===== config.mk =====
export PLATFORM = sky130hd
export DESIGN_NAME = grx_queue
export DESIGN_NICKNAME = d
export VERILOG_FILES = /design/src/sv/grx_pkg.sv /design/src/sv/grx_queue.sv
export VERILOG_INCLUDE_DIRS = /design/src /design/src/sv
export SDC_FILE = /design/constraint.sdc
export NUM_CORES = 1
export LEC_CHECK = 0
export BUFFER_PORTS_ARGS = -buffer_cell sky130_fd_sc_hd__buf_2
export CORE_MARGIN = 3
export CORE_UTILIZATION = 39
export DETAILED_ROUTE_END_ITERATION = 12
export PLACE_DENSITY = 0.58
export SKIP_CTS_REPAIR_TIMING = 1
export SLEW_MARGIN = 20
export SYNTH_ARGS = -nofsm -noshare
export SYNTH_HDL_FRONTEND = slang
export SYNTH_SLANG_ARGS = --single-unit
export TNS_END_PERCENT = 1

===== constraint.sdc =====
create_clock -name clk -period 7.2 [get_ports clk]
set_input_delay 0.36 -clock clk [delete_from_list [all_inputs] [get_ports clk]]
set_output_delay 0.36 -clock clk [all_outputs]
set_load 0.1 [all_outputs]

===== src/sv/assert_macros.svh =====
// Assertion macros shared by the row expander RTL.
// Each macro expects clk and arst_n in scope at the point of use.
`ifndef ASSERT_MACROS_SVH
`define ASSERT_MACROS_SVH

// Check a condition at every rising clock edge outside reset.
`define ASSERT_ALWAYS(label, cond, msg) \
	label: assert property (@(posedge clk) disable iff (!arst_n) (cond)) \
		else $error(msg);

// Check that a condition implies another in the same cycle.
`define ASSERT_SAME(label, ante, cons, msg) \
	label: assert property (@(posedge clk) disable iff (!arst_n) (ante) |-> (cons)) \
		else $error(msg);

// Check that a condition implies another in the next cycle.
`define ASSERT_NEXT(label, ante, cons, msg) \
	label: assert property (@(posedge clk) disable iff (!arst_n) (ante) |=> (cons)) \
		else $error(msg);

`endif


===== src/sv/grx_pkg.sv =====
// Shared types and constants for the indexed row expander.
// Used by grx_front, grx_queue, grx_back and the top level.
`timescale 1ns / 1ps

package grx_pkg;

	// Screen and palette limits
	localparam logic [10:0] MAX_WIDTH     = 11'd1024;
	localparam logic [10:0] MAX_HEIGHT    = 11'd1024;
	localparam int          PALETTE_DEPTH = 256;
	localparam logic [8:0]  PAL_COUNT_MAX = 9'd256;
	localparam logic [8:0]  GRAY_LIMIT    = 9'd255;
	localparam logic [7:0]  ALPHA_OPAQUE  = 8'hff;
	localparam logic [7:0]  ALPHA_CLEAR   = 8'h00;

	// Queue between front and back
	localparam int QUEUE_DEPTH = 4;
	localparam int QPTR_W      = $clog2(QUEUE_DEPTH);
	localparam int QCNT_W      = $clog2(QUEUE_DEPTH + 1);

	// Configuration register indexes
	localparam logic REG_SCREEN_WIDTH  = 1'b0;
	localparam logic REG_SCREEN_HEIGHT = 1'b1;

	// Input item kinds
	localparam logic [2:0] KIND_PAL_ENTRY = 3'd0;
	localparam logic [2:0] KIND_PAL_SIZE  = 3'd1;
	localparam logic [2:0] KIND_TRANSP    = 3'd2;
	localparam logic [2:0] KIND_DESC      = 3'd3;
	localparam logic [2:0] KIND_PIXEL     = 3'd4;

	// Operations carried from front to back
	typedef enum logic [2:0] {
		OP_PAL_WRITE,
		OP_PAL_SIZE,
		OP_TRANSP,
		OP_ERROR,
		OP_PIXEL
	} op_t;

	typedef struct packed {
		op_t         op;
		logic [7:0]  idx;      // palette slot, pixel index or transparent index
		logic [23:0] rgb;      // palette entry color
		logic [8:0]  count;    // saturated palette size
		logic        tv;       // transparency enable
		logic [19:0] flipped;  // flipped screen row, low 20 bits
		logic [10:0] column;   // screen column
		logic        last;     // final pixel of the subimage
	} q_entry_t;

	// Interlace pass row offsets
	function automatic logic [3:0] pass_offset(input logic [1:0] p);
		logic [3:0] r;
		unique case (p)
			2'd0: r = 4'd0;
			2'd1: r = 4'd4;
			2'd2: r = 4'd2;
			2'd3: r = 4'd1;
		endcase
		return r;
	endfunction

	// Interlace pass row steps
	function automatic logic [3:0] pass_step(input logic [1:0] p);
		logic [3:0] r;
		unique case (p)
			2'd0: r = 4'd8;
			2'd1: r = 4'd8;
			2'd2: r = 4'd4;
			2'd3: r = 4'd2;
		endcase
		return r;
	endfunction

endpackage


===== src/sv/grx_queue.sv =====
// Short FIFO of decoded operations between the front and back parts.
// Depends on grx_pkg for the entry type and depth.
`timescale 1ns / 1ps
`include "assert_macros.svh"

module grx_queue (
	input  logic              clk,
	input  logic              arst_n,
	input  logic              push,
	input  grx_pkg::q_entry_t push_data,
	output logic              full,
	input  logic              pop,
	output logic              empty,
	output grx_pkg::q_entry_t head
);

	grx_pkg::q_entry_t                 store_q [grx_pkg::QUEUE_DEPTH];
	logic [grx_pkg::QPTR_W-1:0]        wr_ptr_q;
	logic [grx_pkg::QPTR_W-1:0]        rd_ptr_q;
	logic [grx_pkg::QCNT_W-1:0]        count_q;

	assign full  = (count_q == grx_pkg::QCNT_W'(grx_pkg::QUEUE_DEPTH));
	assign empty = (count_q == '0);
	assign head  = store_q[rd_ptr_q];

	// Write entry on push
	always_ff @(posedge clk) begin
		if (push) begin
			store_q[wr_ptr_q] <= push_data;
		end
	end

	// Advance pointers and fill count
	always_ff @(posedge clk or negedge arst_n) begin
		if (!arst_n) begin
			wr_ptr_q <= '0;
			rd_ptr_q <= '0;
			count_q  <= '0;
		end else begin
			if (push) begin
				wr_ptr_q <= wr_ptr_q + 1'b1;
			end
			if (pop) begin
				rd_ptr_q <= rd_ptr_q + 1'b1;
			end
			if (push && !pop) begin
				count_q <= count_q + 1'b1;
			end else if (pop && !push) begin
				count_q <= count_q - 1'b1;
			end
		end
	end

	`ASSERT_SAME(a_no_pop_empty, pop, !empty, "queue popped while empty")
	`ASSERT_NEXT(a_count_up, push && !pop, count_q == $past(count_q) + 1'b1,
		"queue count did not follow a push")

endmodule


=== Yosys cells after proc, flatten, opt, wreduce, memory -nomap -nowiden ===
Memories as Yosys holds them, arrays and structs flattened.
Index checks and enable logic that the tools add are counted.

* Bits in registers: 7
* Bits in latches: 0
* Memory bits (writable): 308
* Bits in read-only memories: 0
* Input port bits: 81
* Output and inout bits: 79
* Logic and storage cells: 19
* Memories: 1

* $add $sub $neg: 4
* Multiply operators: 0
* Div/mod/pow operators: 0
* Order comparisons: 0
* Equal/unequal tests: 1
* Shifts and indexed selects: 0
* Multiplexer cells: 4
* Bitwise gates (word level): 0
* Reduce and logical (&&, ||, !) cells: 6

{| class="wikitable"
|+ Memories
! memory !! words !! bits a word !! rd ports !! clocked after Yosys merged registers in !! wr ports !! line !! RTL
|-
| store_q || 4 || 77 || 1 || 0 || 1 || grx_queue.sv:17 || <nowiki>grx_pkg::q_entry_t store_q [grx_pkg::QUEUE_DEPTH];</nowiki>
|}

{| class="wikitable"
|+ Operator list
! cell !! number
|-
| 3-bit 2-to-1 mux || 2
|-
| 2-bit by 1-bit adder with 2-bit output (second input constant) || 2
|-
| 3-bit by 1-bit adder with 3-bit output (second input constant) || 1
|-
| 3-bit == test (second input constant) || 1
|-
| 3-bit logical NOT || 1
|-
| 3-bit by 1-bit subtractor with 3-bit output (second input constant) || 1
|-
| 1-bit logical AND || 2
|-
| 1-bit logical NOT || 2
|-
| 1-bit 2-to-1 mux || 2
|-
| 2-bit nonzero test || 1
|}

=== Logic depth before layout (Yosys ltp) ===
Gate-level depths: netlist (run 1).

* Depth after elaboration: 4
* Depth in mapped cells: 7
* Gate-level depth less buffers: 7

=== Worst setup path after synthesis (run 1) ===
No wires, ideal clock.

* Kind: reg2out
* From: register count_q[0] (netlist bit)
* To: output full
* Arrival time: 2653 ps
* Required time: 6840 ps
* Slack: 4187 ps
* Cell stages (with the launch flop): 2
* Buffers on the path: 0
* Path through: dfrtp_1 > nor3b_1

* Word-level cells in the longest chain between the ends: 1

{| class="wikitable"
|+ Ends and longest elaborated chain
! what !! line !! RTL
|-
| start: declaration || grx_queue.sv:20 || <nowiki>logic [grx_pkg::QCNT_W-1:0] count_q;</nowiki>
|-
| start signal: assignment || grx_queue.sv:47 || <nowiki>count_q <= count_q + 1'b1;</nowiki>
|-
| start signal: assignment || grx_queue.sv:49 || <nowiki>count_q <= count_q - 1'b1;</nowiki>
|-
| 3-bit == test || grx_queue.sv:22 || <nowiki>assign full = (count_q == grx_pkg::QCNT_W'(grx_pkg::QUEUE_DEPTH));</nowiki>
|-
| end: declaration || grx_queue.sv:11 || <nowiki>output logic full,</nowiki>
|}

No other way between the ends.

==> results of run 1 <==
-- critical path, cell delays in order (launching register included) --
cell	delay, ns
dfrtp_4	0.98
buf_4	0.77
mux4_2	0.63
buf_2	0.32
-- sequential cells by signal (all words and copies together), names as in the netlist --
register  flops
rd_ptr_q      2
store_q     308
count_q       3
wr_ptr_q      2
-- area by class of cell --
type / instances / area (um2)
clock inverters: 16 / 131
fillers: 2406 / 15000
repair buffers: 166 / 851
well taps: 384 / 480
inverters: 4 / 15.0
flip-flops and latches: 315 / 9430
clock buffers: 47 / 973
multi-input cells: 100 / 1940
-- layer usage --
| layer | global-route usage (%) | wire length (um) |
|---|---|---|
| met2 | 24.3 | 11400 |
| met3 | 3.51 | 1260 |
| met1 | 17.2 | 8510 |
| met4 | 3.99 | 431 |
| met5 | 0 | 20 |
-- metrics by stage --
| step | instances | hold slack [ns] |
|---|---|---|
| 2_1_floorplan | 437 | 0.0644 |
| 3_3_place_gp | 968 | 0.202 |
| 3_5_place_dp | 968 | 0.211 |
| 4_1_cts | 1031 | -0.316 |
| 5_1_grt | 1032 | 0.0554 |
| 6_report | 1032 | 0.0833 |
-- cells by family (layout without fill, tap and decap cells) --
kind of cell,after synthesis,in the layout
adders and majority gates,6,6
xor gates and xnor gates,6,6
DFF,315,315
buffers and inverters,22,233
muxes,78,78
and+or+nand+nor,9,9
AOI/OAI and AO/OA,1,1
-- worst max-delay path by stage --
stage,cells past startpoint,startpoint,end
finish,3,rd_ptr_q[0],head[23]
global route,3,rd_ptr_q[0],head[23]
CTS,3,rd_ptr_q[0],head[23]
detailed placement,3,rd_ptr_q[0],head[33]
global placement,3,rd_ptr_q[0],head[23]
floorplan,1,count_q[0],full
-- cells in the final DEF (no fill, tap or decap) --
cell	n
xor2_1	4
and2_4	4
nor3b_1	1
clkinv_4	1
dfrtp_4	2
mux4_2	77
buf_4	6
nor3_1	1
nor2_1	1
clkinvlp_4	1
clkinv_1	4
dfrtp_1	5
xnor2_1	2
inv_1	4
clkbuf_16	37
clkinv_2	8
dlygate4sd3_1	1
ha_1	5
buf_2	159
fa_1	1
clkbuf_1	9
bufinv_16	2
nand2_1	2
o21ai_0	1
clkbuf_8	1
edfxtp_1	308
mux2_2	1
==> results.py, run 1 <==
metrics = {
    "clock_network": {
        "cts_tree": "built",
        "cts.clk_slew.worst_paths_ns": 0.05,
        "clock_latency_ns": 0.49,
        "root_buffer": "clkbuf_16",
        "clock-sinks": 315,
        "cts_buffer_depth": 3,
        "cts_buffers": 35,
        "cts.htree.levels": 2,
    },
    "timing": {
        "slew-limit-headroom_pct": 40.6,
        "rsz0062_at_grt": "no",
        "setup_viol": 0,
        "fmax_mhz": 272,
        "period_needed_ns": 3.67,
        "tightest_slew_ns": 0.891,
        "report.final.slew_viol_count": 0,
        "fin_crit_sh_pct": 51.0,
        "fin_ws_ns": 3.53,
        "skew_ns": 0.00801,
        "setup_tns_ns": 0,
        "final_hold_viol_count": 0,
    },
    "detailed_routing": {
        "drt_first_iter_violations": 287,
        "wl_um": 21600,
        "drtAntennaViolNets": 0,
        "vias": 5137,
        "drc": 0,
        "routed_via_density": 4.98,
        "firstDrtPassIters": 5,
        "routedWlPerCell_um": 20.9,
    },
    "yosys": {
        "synth_commonest_cells": "edfxtp_1, mux4_2, buf_2, dfrtp_1, ha_1",
        "synth-seq-area-share_pct": 81.9,
        "synth_most_common_cell": "edfxtp_1",
        "ys_ff_latch": 315,
        "synth_nets": 524,
        "synth_cell_types": 20,
        "synth_top_family_by_area": "multiplexers",
        "yosysTopAreaCellShare_pct": 80.4,
        "syn-cell-area_um2": 11500,
        "synth_area_leaders": "edfxtp_1, mux4_2, dfrtp_1",
        "ys_async_sr_fraction_pct": 2.22,
        "synth_cells": 437,
        "synth-adder-area-share_pct": 0.718,
        "synthMuxAreaShare_pct": 15.2,
        "synth-warning-count": 0,
        "synth_xor_area_share_pct": 0.457,
        "synth_compound_area_share_pct": 0.0435,
        "synth_edf_count": 308,
        "synth_ff_type": "edfxtp_1",
        "synth_top_area_cell": "edfxtp_1",
        "synthSimpleGateAreaFrac_pct": 0.424,
        "avgSynthCellArea_um2": 26.3,
    },
    "cells_and_area": {
        "antennaDiodeCount": 0,
        "nNetsFinal": 709,
        "syn2layout_area_growth_pct": 20.2,
        "drive_gt1_share_pct": 46.1,
        "design_area_um2": 13800,
        "final_core_util_pct": 47.9,
    },
    "place": {
        "pre_cts_ws_ns": 3.91,
        "dp_hpwl_um": 12600,
        "placed_cell_area_um2": 12700,
        "routabilityCongestion": 0.687,
        "portBuffers": 159,
    },
    "worst_setup_path": {
        "worstSetupPathType": "reg2out",
        "required_ns": 6.84,
        "cp_max_fo": 41,
        "rr_startpoint": "rd_ptr_q[0]",
        "regToRegSetupSlack_ns": 4.88,
        "arrival_ns": 3.31,
        "cp-start-kind": "flop",
        "r2r_end": "rd_ptr_q[1]",
        "reg2reg_depth": 3,
        "cp-end-kind": "output pin",
    },
    "global_route": {
        "grt_first_pass_wirelength_um": 33200,
        "grt_pass1_vias": 5723,
        "track_usage_pct": 13.9,
        "globalRouteOverflowTotal": 0,
        "antenna_found_initial": 1,
        "grt_max_degree": 46,
    },
    "run_status": {
        "run_status": "finished clean",
    },
    "floorplan": {
        "die-area_um2": 31600,
        "ioPinCount": 160,
        "rows": 62,
        "die_y_um": 178,
        "start_util_pct": 39.9,
        "coreArea_um2": 28900,
        "die_w_um": 178,
    },
    "worst_hold_path": {
        "worstHoldPathCells": 1,
        "whs_endpoint": "store_q[3][19]",
        "hold_start": "push_data[19]",
        "hold_path_class": "in2reg",
    },
    "job": {
        "maxCapViolCount": 0,
    },
}
Power of run 1 is left out: the tool's default activity adds up to more than one toggle a clock period on the data nets, which glitch-free logic cannot reach.
==> run 2, diff against run 1 <==
Settings changed: PLACE_DENSITY 0.58 to 0.6.
Clock period 7.2 ns to 3.2 ns, I/O delays scaled along.
==> results.py, run 2 (synthesis results as in run 1) <==
metrics = {
    "run_status": {
        "run_status": "finished clean",
    },
    "global_route": {
        "grt_first_pass_wirelength_um": 32500,
        "antenna_found_initial": 1,
        "grt_max_degree": 77,
        "globalRouteOverflowTotal": 0,
        "grt_pass1_vias": 5741,
        "track_usage_pct": 13.5,
    },
    "floorplan": {
        "die_w_um": 178,
        "die-area_um2": 31600,
        "start_util_pct": 39.9,
        "ioPinCount": 160,
        "coreArea_um2": 28900,
        "rows": 62,
        "die_y_um": 178,
    },
    "clock_network": {
        "cts_tree": "built",
        "cts.clk_slew.worst_paths_ns": 0.06,
        "clock_latency_ns": 0.50,
        "root_buffer": "clkbuf_16",
        "clock-sinks": 315,
        "cts.htree.levels": 2,
        "cts_buffer_depth": 3,
        "cts_buffers": 34,
    },
    "detailed_routing": {
        "vias": 5425,
        "drt_first_iter_violations": 353,
        "routedWlPerCell_um": 19.6,
        "firstDrtPassIters": 4,
        "routed_via_density": 4.89,
        "wl_um": 21800,
        "drtAntennaViolNets": 0,
        "drc": 0,
    },
    "cells_and_area": {
        "nNetsFinal": 788,
        "multi_input_area_um2": 1940,
        "antennaDiodeCount": 0,
        "reg_top3": "store_q x308, count_q x3",
        "drive_gt1_share_pct": 40.7,
        "layout_common_cells": "edfxtp_1, buf_2, dlygate4sd3_1",
        "top_register": "store_q",
        "fillers": 2342,
        "syn2layout_area_growth_pct": 27.2,
        "seq_area_um2": 9430,
        "layout_commonest_cell": "edfxtp_1",
        "largest_register_ff_count": 308,
    },
    "worst_setup_path": {
        "cp_max_fo": 76,
        "worstSetupPathType": "reg2out",
        "cp-start-kind": "flop",
        "cp-end-kind": "output pin",
        "arrival_ns": 2.47,
        "required_ns": 3.04,
    },
    "place": {
        "dp_hpwl_um": 12400,
        "portBuffers": 159,
        "routabilityCongestion": 0.681,
    },
    "timing": {
        "fin_crit_sh_pct": 82.1,
        "final_hold_viol_count": 0,
        "setup_viol": 0,
        "period_needed_ns": 2.63,
        "slew-limit-headroom_pct": 56.2,
        "setup_tns_ns": 0,
        "skew_ns": 0.00811,
        "tightest_slew_ns": 0.657,
        "fmax_mhz": 381,
        "rsz0062_at_grt": "no",
        "report.final.slew_viol_count": 0,
    },
    "job": {
        "maxCapViolCount": 0,
    },
    "worst_hold_path": {
        "hold_path_class": "in2async",
    },
}
==> run 2: cell count changes in the layout (fill, tap and decap cells not counted), sizes merged <==
cell | previous run | this run
dlygate4sd3 | 1 | 80
clkbuf | 47 | 44
bufinv | 2 | 0
clkinvlp | 1 | 3
buf | 165 | 166
==> run 2: metrics by stage <==
stage / util (%) / cell area, um2 / hold WS, ns / setup slack [ns] / std cells
floorplan: - / 11500 / -0.136 / 0.345 / 437
global placement: 44.3 / 12800 / 0.00866 / 1.05 / 969
detailed placement: 44.3 / 12800 / 0.0156 / 1.04 / 969
CTS: 47.9 / 13800 / -0.517 / 0.486 / 1029
global route: 50.7 / 14600 / 0.0543 / 0.433 / 1109
finish: 50.7 / 14600 / 0.0477 / 0.573 / 1109
==> run 2: routing by layer <==
metal	vias up	wire length, um	track usage (%)	share of wire, %
li1	2415	-	-	-
met1	2822	9090	17.1	42
met2	151	11000	22.9	51
met3	35	1270	3.66	5.8
met4	2	393	4.09	1.8
met5	-	13	0	0.060
==> run 2: final timing paths <==
check	slack, ns	cells after the start	from	end
setup / recovery	0.57	3	rd_ptr_q[0]	head[11]
hold / removal	0.05	2	arst_n	count_q[2]
setup reg to reg	1.26	4	wr_ptr_q[0]	store_q[2][26]
hold reg to reg	0.50	1	count_q[2]	count_q[2]
max in group asynchronous	2.95	2	arst_n	rd_ptr_q[0]
min in group clk	0.41	2	push_data[49]	store_q[3][49]
==> run 2: cell type report <==
cell class	instances	share of cell area, %
timing repair buffer	246	11.8
tap	384	3.28
inverter	4	0.103
clock buffer	44	6.57
multi-input combinational	100	13.3
clock inverter	16	0.547
sequential	315	64.4
==> run 2: critical path, stage by stage, from the launching register on <==
cell     delay (ns)
dfrtp_4        0.46
buf_12         0.51
mux4_2         0.61
buf_2          0.31
Power of run 2 is left out for the same reason.
