**config.mk**
```make
export PLATFORM = sky130hd
export DESIGN_NAME = grx_front
export DESIGN_NICKNAME = d
export VERILOG_FILES = /design/src/sv/grx_pkg.sv /design/src/sv/grx_front.sv
export VERILOG_INCLUDE_DIRS = /design/src /design/src/sv
export SDC_FILE = /design/constraint.sdc
export NUM_CORES = 1
export LEC_CHECK = 0
export BUFFER_PORTS_ARGS = -buffer_cell sky130_fd_sc_hd__buf_2
export CELL_PAD_IN_SITES_DETAIL_PLACEMENT = 1
export CELL_PAD_IN_SITES_GLOBAL_PLACEMENT = 2
export CORE_MARGIN = 3
export CORE_UTILIZATION = 36
export DETAILED_ROUTE_END_ITERATION = 10
export GPL_TIMING_DRIVEN = 0
export PLACE_DENSITY = 0.95
export SETUP_SLACK_MARGIN = 0.3
export SLEW_MARGIN = 10
export SYNTH_ARGS = -nofsm -noshare
export SYNTH_HDL_FRONTEND = slang
export SYNTH_SLANG_ARGS = --single-unit
```
**constraint.sdc**
```tcl
create_clock -name clk -period 10.6 [get_ports clk]
set_clock_uncertainty 0.15 [all_clocks]
set_input_delay 1.59 -clock clk [delete_from_list [all_inputs] [get_ports clk]]
set_output_delay 1.59 -clock clk [all_outputs]
set_load 0.01 [all_outputs]
```
**src/sv/assert_macros.svh**
```systemverilog
// Assertion macros shared by the row expander RTL.
// Each macro expects clk and arst_n in scope at the point of use.
`ifndef ASSERT_MACROS_SVH
`define ASSERT_MACROS_SVH

// Check a condition at every rising clock edge outside reset.
`define ASSERT_ALWAYS(label, cond, msg) \
	label: assert property (@(posedge clk) disable iff (!arst_n) (cond)) \
		else $error(msg);

// Check that a condition implies another in the same cycle.
`define ASSERT_SAME(label, ante, cons, msg) \
	label: assert property (@(posedge clk) disable iff (!arst_n) (ante) |-> (cons)) \
		else $error(msg);

// Check that a condition implies another in the next cycle.
`define ASSERT_NEXT(label, ante, cons, msg) \
	label: assert property (@(posedge clk) disable iff (!arst_n) (ante) |=> (cons)) \
		else $error(msg);

`endif

```
**src/sv/grx_pkg.sv**
```systemverilog
// Shared types and constants for the indexed row expander.
// Used by grx_front, grx_queue, grx_back and the top level.
`timescale 1ns / 1ps

package grx_pkg;

	// Screen and palette limits
	localparam logic [10:0] MAX_WIDTH     = 11'd1024;
	localparam logic [10:0] MAX_HEIGHT    = 11'd1024;
	localparam int          PALETTE_DEPTH = 256;
	localparam logic [8:0]  PAL_COUNT_MAX = 9'd256;
	localparam logic [8:0]  GRAY_LIMIT    = 9'd255;
	localparam logic [7:0]  ALPHA_OPAQUE  = 8'hff;
	localparam logic [7:0]  ALPHA_CLEAR   = 8'h00;

	// Queue between front and back
	localparam int QUEUE_DEPTH = 4;
	localparam int QPTR_W      = $clog2(QUEUE_DEPTH);
	localparam int QCNT_W      = $clog2(QUEUE_DEPTH + 1);

	// Configuration register indexes
	localparam logic REG_SCREEN_WIDTH  = 1'b0;
	localparam logic REG_SCREEN_HEIGHT = 1'b1;

	// Input item kinds
	localparam logic [2:0] KIND_PAL_ENTRY = 3'd0;
	localparam logic [2:0] KIND_PAL_SIZE  = 3'd1;
	localparam logic [2:0] KIND_TRANSP    = 3'd2;
	localparam logic [2:0] KIND_DESC      = 3'd3;
	localparam logic [2:0] KIND_PIXEL     = 3'd4;

	// Operations carried from front to back
	typedef enum logic [2:0] {
		OP_PAL_WRITE,
		OP_PAL_SIZE,
		OP_TRANSP,
		OP_ERROR,
		OP_PIXEL
	} op_t;

	typedef struct packed {
		op_t         op;
		logic [7:0]  idx;      // palette slot, pixel index or transparent index
		logic [23:0] rgb;      // palette entry color
		logic [8:0]  count;    // saturated palette size
		logic        tv;       // transparency enable
		logic [19:0] flipped;  // flipped screen row, low 20 bits
		logic [10:0] column;   // screen column
		logic        last;     // final pixel of the subimage
	} q_entry_t;

	// Interlace pass row offsets
	function automatic logic [3:0] pass_offset(input logic [1:0] p);
		logic [3:0] r;
		unique case (p)
			2'd0: r = 4'd0;
			2'd1: r = 4'd4;
			2'd2: r = 4'd2;
			2'd3: r = 4'd1;
		endcase
		return r;
	endfunction

	// Interlace pass row steps
	function automatic logic [3:0] pass_step(input logic [1:0] p);
		logic [3:0] r;
		unique case (p)
			2'd0: r = 4'd8;
			2'd1: r = 4'd8;
			2'd2: r = 4'd4;
			2'd3: r = 4'd2;
		endcase
		return r;
	endfunction

endpackage

```
**src/sv/grx_front.sv**
```systemverilog
// Front part: configuration registers, item decode and the subimage walker.
// Depends on grx_pkg; feeds decoded operations into grx_queue.
`timescale 1ns / 1ps
`include "assert_macros.svh"

module grx_front (
	input  logic              clk,
	input  logic              arst_n,
	// item channel
	input  logic              in_valid,
	output logic              in_ready,
	input  logic [2:0]        kind,
	input  logic [7:0]        color_index,
	input  logic [7:0]        red,
	input  logic [7:0]        green,
	input  logic [7:0]        blue,
	input  logic [8:0]        map_size,
	input  logic              transp_valid,
	input  logic [9:0]        img_left,
	input  logic [9:0]        img_top,
	input  logic [10:0]       img_width,
	input  logic [10:0]       img_height,
	input  logic              interlaced,
	// configuration channel
	input  logic              cfg_valid,
	output logic              cfg_ready,
	input  logic              cfg_index,
	input  logic [10:0]       cfg_data,
	// queue side
	input  logic              q_full,
	output logic              q_push,
	output grx_pkg::q_entry_t q_data,
	output logic [10:0]       screen_width
);

	logic [10:0] scr_w_q;
	logic [10:0] scr_h_q;
	logic [9:0]  sub_left_q;
	logic [9:0]  sub_top_q;
	logic [10:0] sub_width_q;
	logic [10:0] sub_height_q;
	logic [9:0]  column_q;
	logic [10:0] row_pos_q;
	logic [1:0]  pass_q;
	logic        active_q;
	logic        interlace_q;

	logic        accept;
	logic        desc_bad;
	logic [11:0] right_end;
	logic [11:0] bottom_end;
	logic [10:0] col_inc;
	logic        row_end;
	logic [10:0] row_lin;
	logic [10:0] row_il;
	logic        found;
	logic [1:0]  pass_pick;
	logic        done;
	logic [9:0]  column_n;
	logic [10:0] row_n;
	logic [1:0]  pass_n;
	logic [19:0] flipped;

	assign in_ready     = !q_full;
	assign accept       = in_valid && in_ready;
	assign cfg_ready    = 1'b1;
	assign screen_width = scr_w_q;

	// Check descriptor against the screen
	assign right_end  = {2'b00, img_left} + {1'b0, img_width};
	assign bottom_end = {2'b00, img_top} + {1'b0, img_height};
	assign desc_bad   = (right_end > {1'b0, scr_w_q}) || (bottom_end > {1'b0, scr_h_q});

	// Flip the current row onto the screen
	assign flipped = {9'd0, scr_h_q} - ({10'd0, sub_top_q} + {9'd0, row_pos_q} + 20'd1);

	// Walk to the next pixel position
	always_comb begin
		col_inc   = {1'b0, column_q} + 11'd1;
		row_end   = (col_inc >= sub_width_q);
		row_lin   = row_pos_q + 11'd1;
		row_il    = row_pos_q + {7'd0, grx_pkg::pass_step(pass_q)};
		found     = 1'b0;
		pass_pick = 2'd0;
		// first later pass whose start row lies inside the subimage
		priority if (pass_q < 2'd1 && {7'd0, grx_pkg::pass_offset(2'd1)} < sub_height_q) begin
			found     = 1'b1;
			pass_pick = 2'd1;
		end else if (pass_q < 2'd2 &&
				{7'd0, grx_pkg::pass_offset(2'd2)} < sub_height_q) begin
			found     = 1'b1;
			pass_pick = 2'd2;
		end else if (pass_q < 2'd3 &&
				{7'd0, grx_pkg::pass_offset(2'd3)} < sub_height_q) begin
			found     = 1'b1;
			pass_pick = 2'd3;
		end else begin
			found = 1'b0;
		end

		column_n = row_end ? 10'd0 : col_inc[9:0];
		row_n    = row_pos_q;
		pass_n   = pass_q;
		done     = 1'b0;
		if (row_end) begin
			if (!interlace_q) begin
				row_n = row_lin;
				done  = (row_lin >= sub_height_q);
			end else if (row_il < sub_height_q) begin
				row_n = row_il;
			end else if (found) begin
				pass_n = pass_pick;
				row_n  = {7'd0, grx_pkg::pass_offset(pass_pick)};
			end else begin
				pass_n = 2'd0;
				done   = 1'b1;
			end
		end
	end

	// Build the queue entry for the accepted beat
	always_comb begin
		q_push  = 1'b0;
		q_data  = '0;
		q_data.op = grx_pkg::OP_PIXEL;
		unique case (kind)
			grx_pkg::KIND_PAL_ENTRY: begin
				q_push     = accept;
				q_data.op  = grx_pkg::OP_PAL_WRITE;
				q_data.idx = color_index;
				q_data.rgb = {red, green, blue};
			end
			grx_pkg::KIND_PAL_SIZE: begin
				q_push       = accept;
				q_data.op    = grx_pkg::OP_PAL_SIZE;
				q_data.count = (map_size > grx_pkg::PAL_COUNT_MAX) ?
					grx_pkg::PAL_COUNT_MAX : map_size;
			end
			grx_pkg::KIND_TRANSP: begin
				q_push     = accept;
				q_data.op  = grx_pkg::OP_TRANSP;
				q_data.idx = color_index;
				q_data.tv  = transp_valid;
			end
			grx_pkg::KIND_DESC: begin
				q_push    = accept && desc_bad;
				q_data.op = grx_pkg::OP_ERROR;
			end
			grx_pkg::KIND_PIXEL: begin
				q_push         = accept && active_q;
				q_data.op      = grx_pkg::OP_PIXEL;
				q_data.idx     = color_index;
				q_data.flipped = flipped;
				q_data.column  = {1'b0, sub_left_q} + {1'b0, column_q};
				q_data.last    = done;
			end
			default: begin
				q_push = 1'b0;
			end
		endcase
	end

	// Hold configuration, saturate writes to the screen limits
	always_ff @(posedge clk or negedge arst_n) begin
		if (!arst_n) begin
			scr_w_q <= grx_pkg::MAX_WIDTH;
			scr_h_q <= grx_pkg::MAX_HEIGHT;
		end else if (cfg_valid && cfg_ready) begin
			unique case (cfg_index)
				grx_pkg::REG_SCREEN_WIDTH: begin
					scr_w_q <= (cfg_data > grx_pkg::MAX_WIDTH) ? grx_pkg::MAX_WIDTH : cfg_data;
				end
				grx_pkg::REG_SCREEN_HEIGHT: begin
					scr_h_q <= (cfg_data > grx_pkg::MAX_HEIGHT) ?
						grx_pkg::MAX_HEIGHT : cfg_data;
				end
			endcase
		end
	end

	// Track the subimage and the walker position
	always_ff @(posedge clk or negedge arst_n) begin
		if (!arst_n) begin
			sub_left_q   <= '0;
			sub_top_q    <= '0;
			sub_width_q  <= 11'd1;
			sub_height_q <= 11'd1;
			column_q     <= '0;
			row_pos_q    <= '0;
			pass_q       <= '0;
			active_q     <= 1'b0;
			interlace_q  <= 1'b0;
		end else if (accept) begin
			if (kind == grx_pkg::KIND_DESC) begin
				if (desc_bad) begin
					active_q <= 1'b0;
				end else begin
					sub_left_q   <= img_left;
					sub_top_q    <= img_top;
					sub_width_q  <= img_width;
					sub_height_q <= img_height;
					interlace_q  <= interlaced;
					column_q     <= '0;
					row_pos_q    <= '0;
					pass_q       <= '0;
					active_q     <= (img_width != 11'd0) && (img_height != 11'd0);
				end
			end else if (kind == grx_pkg::KIND_PIXEL && active_q) begin
				column_q  <= column_n;
				row_pos_q <= row_n;
				pass_q    <= pass_n;
				if (done) begin
					active_q <= 1'b0;
				end
			end
		end
	end

	`ASSERT_SAME(a_walker_in_range, active_q,
		({1'b0, column_q} < sub_width_q) && (row_pos_q < sub_height_q),
		"walker position outside the subimage")

endmodule

```
Yosys cells after proc, flatten, opt, wreduce, memory -nomap -nowiden
Cells that the tools add are included.
{"block": "classes", "order_cmp": 13, "add_sub_neg": 9, "eq_ne": 13, "muxes": 43, "reduce_logical": 29, "bitwise_logic": 2}
{"op": "11-bit two-way mux", "count": 8}
{"op": "10-bit two-way mux", "count": 4}
{"op": "10-bit by 11-bit adder with 12-bit output", "count": 3}
{"op": "32-bit two-way mux", "count": 1}
{"op": "12-bit by 11-bit greater-than comparator with 1-bit output", "count": 2}
{"op": "24-bit two-way mux", "count": 1}
{"op": "11-bit >= comparator", "count": 2}
{"op": "11-bit nonzero test", "count": 2}
{"op": "2-bit two-way mux", "count": 10}
{"op": "9-bit two-way mux", "count": 2}
{"op": "4-bit one-hot mux with 4 select lines", "count": 1}
{"op": "11-bit by 13-bit subtractor with 14-bit output", "count": 1}
{"op": "12-bit by 1-bit adder with 13-bit output, second input constant", "count": 1}
{"op": "1-bit two-way mux", "count": 12}
{"op": "3-bit one-hot mux with 4 select lines", "count": 1}
{"op": "4-bit one-hot mux with 3 select lines", "count": 1}
{"op": "10-bit by 1-bit adder with 11-bit output, second input constant", "count": 1}
{"op": "10-bit by 10-bit adder with 11-bit output", "count": 1}
{"op": "11-bit by 1-bit adder with 11-bit output, second input constant", "count": 1}
{"op": "11-bit by 4-bit adder with 11-bit output", "count": 1}
{"op": "11-bit greater-than comparator, second input constant", "count": 1}
{"op": "1-bit by 11-bit less-than comparator with 1-bit output, first input constant", "count": 1}
{"op": "11-bit less-than comparator", "count": 1}
{"op": "2-bit by 11-bit less-than comparator with 1-bit output, first input constant", "count": 1}
{"op": "other kinds (27)", "count": 49}
{"block": "totals", "in_bits": 105, "output_inout_bits": 91, "wordCells": 120, "regBits": 89}

Longest topological paths before layout
{"block": "logic_depth", "ltp_word": 13, "mapped_depth": 16, "ltp_nobuf": 15}

Least setup slack after synthesis
No wires, ideal clock.
{"block": "synth_path", "path_kind": "input to output", "start": "in img_top[0]", "end": "out q_push", "stages": 15, "n_path_buf": 0, "required_time_ns": 8.860, "arrival_time_ns": 4.568, "path_slack_ns": 4.292, "cell_sequence": "ha_1 fa_1 a21o_1 a21oi_1 o21bai_1 a21oi_1 o21ai_0 xor2_1 ha_1 nand2_1 a211oi_1 or4_4 a22oi_4 a31o_2 a21oi_1"}
{"block": "synth_via", "elab_chain_len": 5}
{"item": "from (decl)", "line_no": "grx_front.sv:20", "text": "input logic [9:0] img_top,"}
{"item": "10-bit by 11-bit adder with 12-bit output", "line_no": "grx_front.sv:71", "text": "assign bottom_end = {2'b00, img_top} + {1'b0, img_height};"}
{"item": "12-bit by 11-bit greater-than comparator with 1-bit output", "line_no": "grx_front.sv:72", "text": "assign desc_bad = (right_end > {1'b0, scr_w_q}) || (bottom_end > {1'b0, scr_h_q});"}
{"item": "1-bit logical OR", "line_no": "grx_front.sv:72"}
{"item": "1-bit logical AND", "line_no": "grx_front.sv:146", "text": "q_push = accept && desc_bad;"}
{"item": "1-bit one-hot mux with 3 select lines", "line_no": "grx_front.sv:126", "text": "unique case (kind)"}
{"item": "to (decl)", "line_no": "grx_front.sv:31", "text": "output logic q_push,"}
No other way between the ends.

Final worst setup path
{"block": "layout_path", "start": "in img_width[0]", "end": "out q_push"}
{"block": "layout_via", "elab_chain_len": 5}
{"item": "from (decl)", "line_no": "grx_front.sv:21", "text": "input logic [10:0] img_width,"}
{"item": "10-bit by 11-bit adder with 12-bit output", "line_no": "grx_front.sv:70", "text": "assign right_end = {2'b00, img_left} + {1'b0, img_width};"}
{"item": "12-bit by 11-bit greater-than comparator with 1-bit output", "line_no": "grx_front.sv:72"}
{"item": "1-bit logical OR", "line_no": "grx_front.sv:72"}
{"item": "1-bit logical AND", "line_no": "grx_front.sv:146"}
{"item": "1-bit one-hot mux with 3 select lines", "line_no": "grx_front.sv:126"}
No other way between the ends.

==> summary.txt <==
Layout
  – Finished Layout Cells: 1398
  – # fillers: 2640
  – Sequential cell area: 2230 µm²
  – Multi-input logic area: 5530 µm²
  – Design Area, Final: 9890 µm²
  – Share of cells above drive strength 1: 0.258
  – Final nets: 1335
  – Ant diodes: 0
  – Layout area overhead: 19.8%

Die
  – Starting Density: 0.373
  – Die Footprint: 24800 µm²
  – Core area: 22200 µm²
  – Vert. Die Dim: 157 µm
  – # IOs: 196
  – Die X: 157 µm
  – # rows: 54

Timing
  – Fin Setup TNS: 0 ps
  – Worst hold slack: 361 ps
  – Final Hold Viols: 0
  – Tmin final: 6990 ps
  – Slew HR: 0.417
  – Worst Tran Pin Value: 871 ps
  – Fmax: 143 MHz
  – RSZ-0062 raised after global routing: no
  – Final period util: 0.660
  – Final setup fails: 0
  – Slew Viols, Final: 0

Routing
  – WL final: 27.0 mm
  – TritonRoute pass-1 iters: 4
  – # DRC: 0
  – DR vias: 7567
  – Routed length per placed instance: 19.3 µm
  – Post-DR vias/cell: 5.41
  – Remaining antenna violation count: 0
  – Initial DRC Count: 389

Critical path
  – WP data arrival: 5250 ps
  – CP max stage delay: 530 ps
  – CP max stage cell: or4_1
  – CP most frequent cell: a21oi_1
  – CP Launch Type: input port
  – Max FO, Critical Path: 5
  – Critical path type: input port to output port
  – FF-to-FF setup slack: 5620 ps
  – Critical path required time: 8860 ps
  – CP endpoint kind: output port
  – CP Cell Sequence: buf_2 -> ha_1 -> fa_1 -> a21o_1 -> a21oi_1 -> o21bai_1 -> a21oi_1 -> o21a_1 -> xnor2_1 -> ha_1 -> nand4_1 -> a211oi_1 -> or4_1 -> a22oi_4 -> a31o_2 -> a21oi_1 -> buf_2

CTS
  – CTS Buf Count: 9
  – Worst-Skew Late Latency: 360 ps
  – H-tree Lvls: 3
  – CTS Sinks: 89
  – Post CTS Setup Buffer Count: 0
  – TritonCTS clock tree: built
  – # resized after CTS: 0
  – Clk pin slew, worst setup/hold paths: 70 ps
  – Clk root buf: clkbuf_16
  – CTS Hold Bufs: 0
  – CTS Buffer Depth: 2

Power and ir drop
  – Seq pwr share: 0.257
  – Switching part of the total: 0.443
  – Lkg Pwr: 0.00512 µW
  – Internal power: 1130 µW
  – Combinational group share of total power: 0.585
  – Clock share of power: 0.158
  – Power Density: 206 nW/µm²
  – NetSw: 901 µW
  – VDD IR-drop max: 0.112 mV
  – Overall Power: 2030 µW

Global routing
  – Initial antenna violation count: 0
  – Gr usage total: 0.217
  – Grt total ovfl: 0
  – Largest net degree at the start of global routing: 61
  – First-pass GRT wire length: 42.0 mm
  – Vias in the first global route: 7863

Min path
  – Worst Hold Class: register to register

Synthesis
  – Top cell type's share of synthesized area: 0.258
  – Leading post-synthesis cells by cell area: dfrtp_1 26%, ha_1 16%, mux2_4 6.9%
  – Synth area leader: dfrtp_1
  – #FFs+latches synth: 89
  – Proportion of synthesized chip area in sequential cells: 0.270
  – Post-synth ARST share: 1.00
  – Mapped Cells: 908
  – Ys Warns: 0
  – Post-Syn Area: 8260 µm²
  – Synth cell types: 68
  – Mapped Nets: 1130
  – EDFF count, synth: 0
  – Ys flop type: dfrtp_1
  – Mapped Avg Cell Area: 9.09 µm²

Place
  – Post-DP Area: 9600 µm²
  – GPL Wtd Cong: 0.894
  – Placed insts: 1382
  – Port bufs: 193
  – Dpl hpwl: 22.3 mm

Run status
  – Status: finished clean

Job
  – Max_cap viols: 0
==> sequential cells by signal, indices dropped and copies added (netlist names), 2 cells and up <==
signal and count:
sub_left_q 10, sub_height_q 11, sub_top_q 10, pass_q 2
row_pos_q 11, sub_width_q 11, scr_h_q 11, screen_width 11
column_q 10
==> per-stage QoR <==
stage | setup slack (ps) | util
2_1_floorplan | 4290 | -
3_3_place_gp | 3690 | 0.432
3_5_place_dp | 3640 | 0.433
4_1_cts | 3600 | 0.446
5_1_grt | 3320 | 0.446
6_report | 3610 | 0.446
==> path summary, 6_finish.rpt <==
| kind | startpoint | to | depth (start not counted) |
|---|---|---|---|
| worst max-delay path | img_width[0] | q_push | 17 |
| worst max register to register | pass_q[1] | row_pos_q[0] | 15 |
| min in group asynchronous | arst_n | sub_top_q[6] | 1 |
| worst min-delay path | sub_top_q[6] | sub_top_q[6] | 1 |
| worst min register to register | sub_top_q[6] | sub_top_q[6] | 1 |
| max in group asynchronous | arst_n | sub_width_q[0] | 2 |
==> synth_stat cells, drive strengths merged (6+ instances only) <==
cell type / instances
mux2: 45
clkbuf: 17
o21a: 7
a211oi: 10
o21bai: 9
a21oi: 55
o21ai: 43
nor4: 9
and2: 50
ha: 103
and3: 8
nand3: 17
inv: 83
nand2: 57
a22o: 6
nor2: 66
a31oi: 10
o211ai: 7
nand4: 10
xnor2: 32
dfrtp: 85
a21o: 16
a31o: 8
nand2b: 14
fa: 14
nor3: 11
a211o: 6
nor2b: 8
buf: 14
xor2: 22
or3: 10
==> power groups by stage <==
stage	logic [µW]	registers, µW	clock network (µW)
after global routing	1350	535	340
after global placement	1140	517	0
after CTS	1200	522	328
after floorplan	873	490	0
final	1190	523	320
after detailed placement	1190	526	0
==> area by class of cell <==
type / instances / share of cell area
Multi-Input combinational cell: 704 / 0.560
Inverter: 84 / 0.0319
Clock buffer: 9 / 0.0228
Buffer: 31 / 0.0178
Sequential cell: 89 / 0.226
Tap cell: 280 / 0.0354
Clock inverter: 7 / 0.00607
Timing Repair Buffer: 194 / 0.101
==> cell usage in the layout, fill, tap and decap left out, drive strengths merged, types with 16 or more instances in the layout <==
cell type / n
buf: 208
ha: 103
inv: 87
dfrtp: 85
nor2: 66
nand2: 57
a21oi: 55
and2: 50
mux2: 45
o21ai: 43
xnor2: 32
clkbuf: 26
xor2: 22
nand3: 17
a21o: 16
==> cell families (layout without fill, tap and decap cells) <==
kind of cell             Yosys count  count (layout)  synth area share
multiplexers                      50              50            0.0847
AO/OA/AOI/OAI                    212             212             0.171
XOR/XNOR                          54              54            0.0573
other                              1               1          0.000454
AND/OR/NAND/NOR                  270             270             0.166
buffers and inverters            115             325            0.0596
flip-flops                        89              89             0.270
adder cells (fa/ha/maj)          117             117             0.190
==> metal layers <==
metal	track usage	vias to the layer above	part of all wire
li1	-	3621	-
met1	0.262	3670	0.42
met2	0.389	232	0.50
met3	0.0305	44	0.053
met4	0.0814	0	0.030
met5	0	-	0
==> worst max-delay path, delay by kind of cell <==
kind | cells | cell delay, ps
buf+inv | 2 | 280
fa+ha+maj | 3 | 910
xor+xnor | 1 | 150
compound gates | 9 | 1650
simple gates | 2 | 680
Note: power is estimated with default switching activity, not from simulation.
